==> config.mk <==
export PLATFORM = sky130hd
export DESIGN_NAME = msel_scan
export DESIGN_NICKNAME = d
export VERILOG_FILES = /design/src/rtl/msel_pkg.sv /design/src/rtl/msel_scan.sv
export SDC_FILE = /design/constraint.sdc
export NUM_CORES = 1
export LEC_CHECK = 0
export CAP_MARGIN = 15
export CORE_MARGIN = 1.5
export CORE_UTILIZATION = 50
export DETAILED_ROUTE_END_ITERATION = 6
export DONT_BUFFER_PORTS = 1
export PLACE_DENSITY = 0.67
export SLEW_MARGIN = 15
export SYNTH_ARGS = -nofsm -noshare
export SYNTH_HDL_FRONTEND = slang
export SYNTH_SLANG_ARGS = --single-unit
==> constraint.sdc <==
create_clock -name clk -period 4.8 [get_ports clk]
set_input_delay 0.48 -clock clk [delete_from_list [all_inputs] [get_ports clk]]
set_output_delay 0.48 -clock clk [all_outputs]
set_load 0.03 [all_outputs]
==> src/rtl/msel_pkg.sv <==
// Shared types, codes and helper functions for the MIDI preset selector.
`timescale 1ns / 1ps

package msel_pkg;

  // Command codes carried in the input tuser
  localparam logic [1:0] CMD_LOAD   = 2'd0;
  localparam logic [1:0] CMD_CLEAR  = 2'd1;
  localparam logic [1:0] CMD_LOOKUP = 2'd2;

  localparam int unsigned FIELD_W = 7;

  // XG drum bank select values and the melodic-fallback LSB that skips the wide match
  localparam logic [FIELD_W-1:0] XG_DRUM_MSB_A = 7'd120;
  localparam logic [FIELD_W-1:0] XG_DRUM_MSB_B = 7'd127;
  localparam logic [FIELD_W-1:0] XG_SFX_LSB    = 7'd64;

  // One stored preset entry, program in the lowest bits
  typedef struct packed {
    logic               gm_drum;
    logic [FIELD_W-1:0] lsb;
    logic [FIELD_W-1:0] msb;
    logic [FIELD_W-1:0] prog;
  } entry_t;

  localparam int unsigned ENTRY_W = $bits(entry_t);

  // Lookup request as held for the whole table scan
  typedef struct packed {
    logic [FIELD_W-1:0] prog;
    logic [FIELD_W-1:0] msb;
    logic [FIELD_W-1:0] lsb;
    logic [FIELD_W-1:0] want;      // larger of request MSB and LSB
    logic               drum_ch;
    logic               is_xg;
    logic               xg_drums;  // XG system and drum bank MSB
    logic               bank_ok;   // table is a valid XG bank
    logic               wide_en;   // wide bank match pass enabled
  } req_t;

  function automatic logic is_xg_msb(input logic [FIELD_W-1:0] msb);
    return (msb == XG_DRUM_MSB_A) || (msb == XG_DRUM_MSB_B);
  endfunction

  // Programs allowed in an XG drum bank
  function automatic logic xg_allowed(input logic [FIELD_W-1:0] prog);
    logic ok;
    case (prog)
      7'd0, 7'd1, 7'd2, 7'd3, 7'd4, 7'd5, 7'd6, 7'd7, 7'd8, 7'd9: ok = 1'b1;
      7'd16, 7'd17: ok = 1'b1;
      7'd24, 7'd25, 7'd26, 7'd27, 7'd28, 7'd29, 7'd30, 7'd31: ok = 1'b1;
      7'd32, 7'd33, 7'd40, 7'd41, 7'd48: ok = 1'b1;
      7'd56, 7'd57, 7'd58, 7'd64, 7'd65, 7'd66: ok = 1'b1;
      7'd126, 7'd127: ok = 1'b1;
      default: ok = 1'b0;
    endcase
    return ok;
  endfunction

endpackage

==> src/rtl/msel_scan.sv <==
// Ordered table scan: tracks the first hit of every fallback pass and picks the winner.
`timescale 1ns / 1ps

module msel_scan #(
  parameter int AW = 9
) (
  input  logic             clk,
  input  logic             rst,
  input  logic             start,
  input  msel_pkg::req_t   req,
  input  logic             ent_valid,
  input  logic [AW-1:0]    ent_idx,
  input  msel_pkg::entry_t ent,
  output logic [AW-1:0]    result_idx
);

  // Pass order: A1 drum program, A2 any drum, B1 XG drum program, B2 any XG drum,
  // C1 melodic bank, C2 melodic wide bank, C3 first melodic
  localparam int P_A1 = 0;
  localparam int P_A2 = 1;
  localparam int P_B1 = 2;
  localparam int P_B2 = 3;
  localparam int P_C1 = 4;
  localparam int P_C2 = 5;
  localparam int P_C3 = 6;
  localparam int NPASS = 7;

  logic             ex_seen;
  logic             ex_ok;
  logic [AW-1:0]    ex_idx;
  logic [NPASS-1:0] found;
  logic [AW-1:0]    hit_idx [NPASS];

  logic             xgd;
  logic             prog_eq;
  logic             mel;
  logic             ex_hit;
  logic [NPASS-1:0] hit;

  // Classify the entry arriving from the table
  always_comb begin
    xgd     = req.bank_ok && msel_pkg::is_xg_msb(ent.msb);
    prog_eq = (ent.prog == req.prog);
    mel     = prog_eq && !ent.gm_drum && !xgd;
    ex_hit  = (!req.drum_ch || ent.gm_drum || req.xg_drums) && prog_eq &&
              (ent.lsb == req.lsb) && (ent.msb == req.msb);
    hit[P_A1] = ent.gm_drum && prog_eq;
    hit[P_A2] = ent.gm_drum || (req.is_xg && xgd);
    hit[P_B1] = prog_eq && xgd;
    hit[P_B2] = ent.gm_drum || xgd;
    hit[P_C1] = mel && (req.is_xg ? (ent.lsb == req.lsb) : (ent.msb == req.msb));
    hit[P_C2] = mel && ((ent.lsb == req.want) || (ent.msb == req.want));
    hit[P_C3] = mel;
  end

  // Keep the first exact candidate and whether it may be taken
  always_ff @(posedge clk) begin
    if (rst || start) begin
      ex_seen <= 1'b0;
    end else if (ent_valid && ex_hit && !ex_seen) begin
      ex_seen <= 1'b1;
    end
    if (ent_valid && ex_hit && !ex_seen) begin
      ex_ok  <= !req.xg_drums || xgd;
      ex_idx <= ent_idx;
    end
  end

  // Hold the lowest index of each fallback pass
  always_ff @(posedge clk) begin
    if (rst || start) begin
      found <= '0;
    end else if (ent_valid) begin
      found <= found | hit;
    end
  end

  for (genvar p = 0; p < NPASS; p++) begin : g_pass
    always_ff @(posedge clk) begin
      if (ent_valid && hit[p] && !found[p]) begin
        hit_idx[p] <= ent_idx;
      end
    end
  end

  // Resolve the fallback order
  always_comb begin
    if (ex_seen && ex_ok) begin
      result_idx = ex_idx;
    end else if (req.drum_ch && found[P_A1]) begin
      result_idx = hit_idx[P_A1];
    end else if (req.drum_ch && found[P_A2]) begin
      result_idx = hit_idx[P_A2];
    end else if (req.xg_drums && found[P_B1]) begin
      result_idx = hit_idx[P_B1];
    end else if (req.xg_drums && found[P_B2]) begin
      result_idx = hit_idx[P_B2];
    end else if (found[P_C1]) begin
      result_idx = hit_idx[P_C1];
    end else if (req.wide_en && found[P_C2]) begin
      result_idx = hit_idx[P_C2];
    end else if (found[P_C3]) begin
      result_idx = hit_idx[P_C3];
    end else begin
      result_idx = '0;
    end
  end

endmodule

==> results.md <==
- First-pass GRT wire length: between 10 and 15 mm
- Met3 WL post-DR: ~290 um
- Clock Skew: ~9.0 ps
- Max Fclk: about 360 MHz
- Register area share after synthesis: about 67%
- CTS Sinks: 81
- Post-Syn Area per Cell: 13.1 um^2
- VDD IR max: around 180 uV
- Top sig layer: met4
- Vias per cell: ~5.6
- Reg2Reg Setup Slack: 3180 ps
- Worst hold path type: input pin to flop
- Grt ovf: 0
- CP Max Fanout: 18
- Yosys warnings: 0
- Clk buf depth: 2
- Vias post-DR: ~2.1k
- Routability congestion estimate from global placement: 0.821
- Site row count: 30
- Worst EP arrival: between 2000 and 2500 ps
- Final wirelength: about 6.7 mm
- Remaining antenna violation count: 0
- Number of fill cells: approximately 610
- Max-Slew Margin vs Limit: between 20% and 30%
- DRC violations left: 0
- Post-synth EDFFs: 73
- Final period utilization: 57.4%
- Clock Tree Root: clkbuf_8
- CTS Hold Bufs: 0
- WS Path Type: flop to output port
- H-tree lvl count: 3
- Setup Viol. Count Final: 0
- Top area cells in the synthesized netlist: edfxtp_1 62%, xnor2_1 5.5%, dfxtp_1 4.6%
- Primary FF master, synth: edfxtp_1
- Setup bufs post-CTS: 0
- Die W: about 87 um
- Synth top area share: 62.4%
- Number of buffers created by CTS: 9
- Metal1 wirelength: ~3.2 mm
- Top-count cell post-synth: edfxtp_1
- PwrDens: around 330 nW/um^2
- Nets: about 340
- Total GRT Usage: 18.8%
- P_leak: 1.11 nW
- Measured slew at the worst slew-check pin: 1110 ps
- Wire per inst: between 15 and 20 um
- Unique masters post-synth: 36
- Die H: about 87 um
- First-pass iteration count of the detailed router: 4
- TritonCTS clock tree: yes
- Most frequent cells after synthesis: 73 x edfxtp_1, 41 x nand2_1, 22 x xnor2_1, 18 x o22ai_1, 13 x xor2_1
- Initial antenna violation count: 0
- Syn_nets: between 300 and 400
- Post-synth top area cell: edfxtp_1
- Asr flop ratio synth: 0%
- Diodes inserted: 0
- PostCTS Resize Cnt: 0
- Io pins: 77
- CP startpoint kind: flop
- RSZ-0062 raised after global routing: no
- Pins Over Slew Limit: 0
- Final hold violation count: 0
- Hpwl dp: around 5 mm
- Vias in the first global route: around 2.1k
- Clk pin slew, worst setup/hold paths: about 80 ps
- P&R area growth vs syn: 7.66%
- Skew-Pair Late Insertion Delay: ~340 ps
- Worst Setup End Kind: output port
- Max-Cap Viols: 0
- Metal2 WL: approximately 3 mm
- Synth Instances: approximately 270
- Largest net degree at the start of global routing: 19
- Total core area: a little under 7000 um^2
- WHS: around 230 ps
- Fraction of layout cells with a size suffix above 1: roughly 6.8%
- FF+latch count, synth: slightly above 80
- Status: finished, final reports clean
- Post-route setup TNS: 0 ps
- Crit path time final: between 2000 and 3000 ps
- Initial Utilization: 51.7%
- Initial drt markers: between 150 and 200
- Die area: between 7000 and 8000 um^2
- Port buffer count: 0
- Worst Path Required: 4320 ps
- Mapped Area: between 3000 and 4000 um^2
==> placed cells by master (no fill, tap or decap), types with 2 or more instances in the layout <==
cell | synthesis | final
o211ai_1 | 10 | 10
clkbuf_8 | 0 | 9
clkinv_2 | 0 | 2
xnor2_1 | 22 | 22
o21a_1 | 2 | 2
nor2_1 | 8 | 8
inv_1 | 4 | 4
nand4_1 | 8 | 8
o2111ai_1 | 8 | 8
buf_4 | 0 | 3
o22ai_1 | 18 | 18
edfxtp_1 | 73 | 73
dfxtp_1 | 8 | 8
and2_1 | 3 | 3
and3_1 | 3 | 3
nand2_1 | 41 | 41
a31oi_1 | 9 | 9
clkbuf_1 | 2 | 2
clkinv_1 | 1 | 2
nor3_1 | 6 | 5
nor4_1 | 4 | 4
a21oi_1 | 5 | 5
xor2_1 | 13 | 13
o21ai_0 | 3 | 3
==> where the power goes <==
| group | internal, W | leakage (nW) | total, W | switching [W] |
|---|---|---|---|---|
| Clock | 0.000182 | 0.0766 | 0.000399 | 0.000217 |
| Combinational | 0.0000268 | 0.308 | 0.0000569 | 0.0000301 |
| Sequential | 0.000776 | 0.726 | 0.000778 | 0.00000206 |
==> layer usage <==
layer,vias to the layer above,track usage (%)
met4,0,6.60
li1,1048,-
met2,52,29.3
met5,-,0
met1,994,25.9
met3,8,4.48
==> flip-flops by register name (all words and copies together), names as in the netlist <==
name	count
ex_idx	9
ex_ok	1
ex_seen	1
found	7
hit_idx	63
==> kinds of logic (layout without fill, tap and decap cells) <==
group	count (synthesis)	after routing	share of synthesized area, %
xor+xnor	35	35	8.73
buf+inv	12	23	1.43
simple gates	81	81	10.9
mux	1	1	0.285
compound gates	59	59	11.7
flops	81	81	67.0
==> worst paths after layout <==
path	depth (start not counted)	end	startpoint
hold / removal	0	hit_idx[0][6]	ent_idx[6]
setup reg to reg	1	hit_idx[4][6]	found[4]
hold reg to reg	2	ex_seen	ex_seen
setup / recovery	5	result_idx[6]	found[5]
==> area by class of cell <==
type                    instances  area (um^2)  share of cell area [%]
inverters                       5         18.8                   0.497
flip-flops and latches         81         2350                    62.2
multi-input cells             176         1110                    29.5
clock inverters                 4         21.3                   0.563
repair buffers                  3         22.5                   0.596
clock buffers                  11          131                    3.48
well taps                      96          120                    3.18
==> stage by stage <==
step | setup WS (ps) | total power, W | instance area, um^2 | instances | utilization, %
floorplan | 2530 | 0.000843 | 3510 | 269 | -
global placement | 2150 | 0.000850 | 3620 | 361 | 53.3
detailed placement | 2070 | 0.000851 | 3620 | 361 | 53.3
CTS | 2070 | 0.00124 | 3770 | 376 | 55.6
global route | 1850 | 0.00127 | 3780 | 376 | 55.6
finish | 2050 | 0.00123 | 3780 | 376 | 55.6
==> critical path, stage by stage, from the launching register on <==
cell and delay, ps:
dfxtp_1 370, and2_1 480, nand2_1 100, o211ai_1 130, o2111ai_1 180, a31oi_1 680
(Power assumes the default switching activity.)
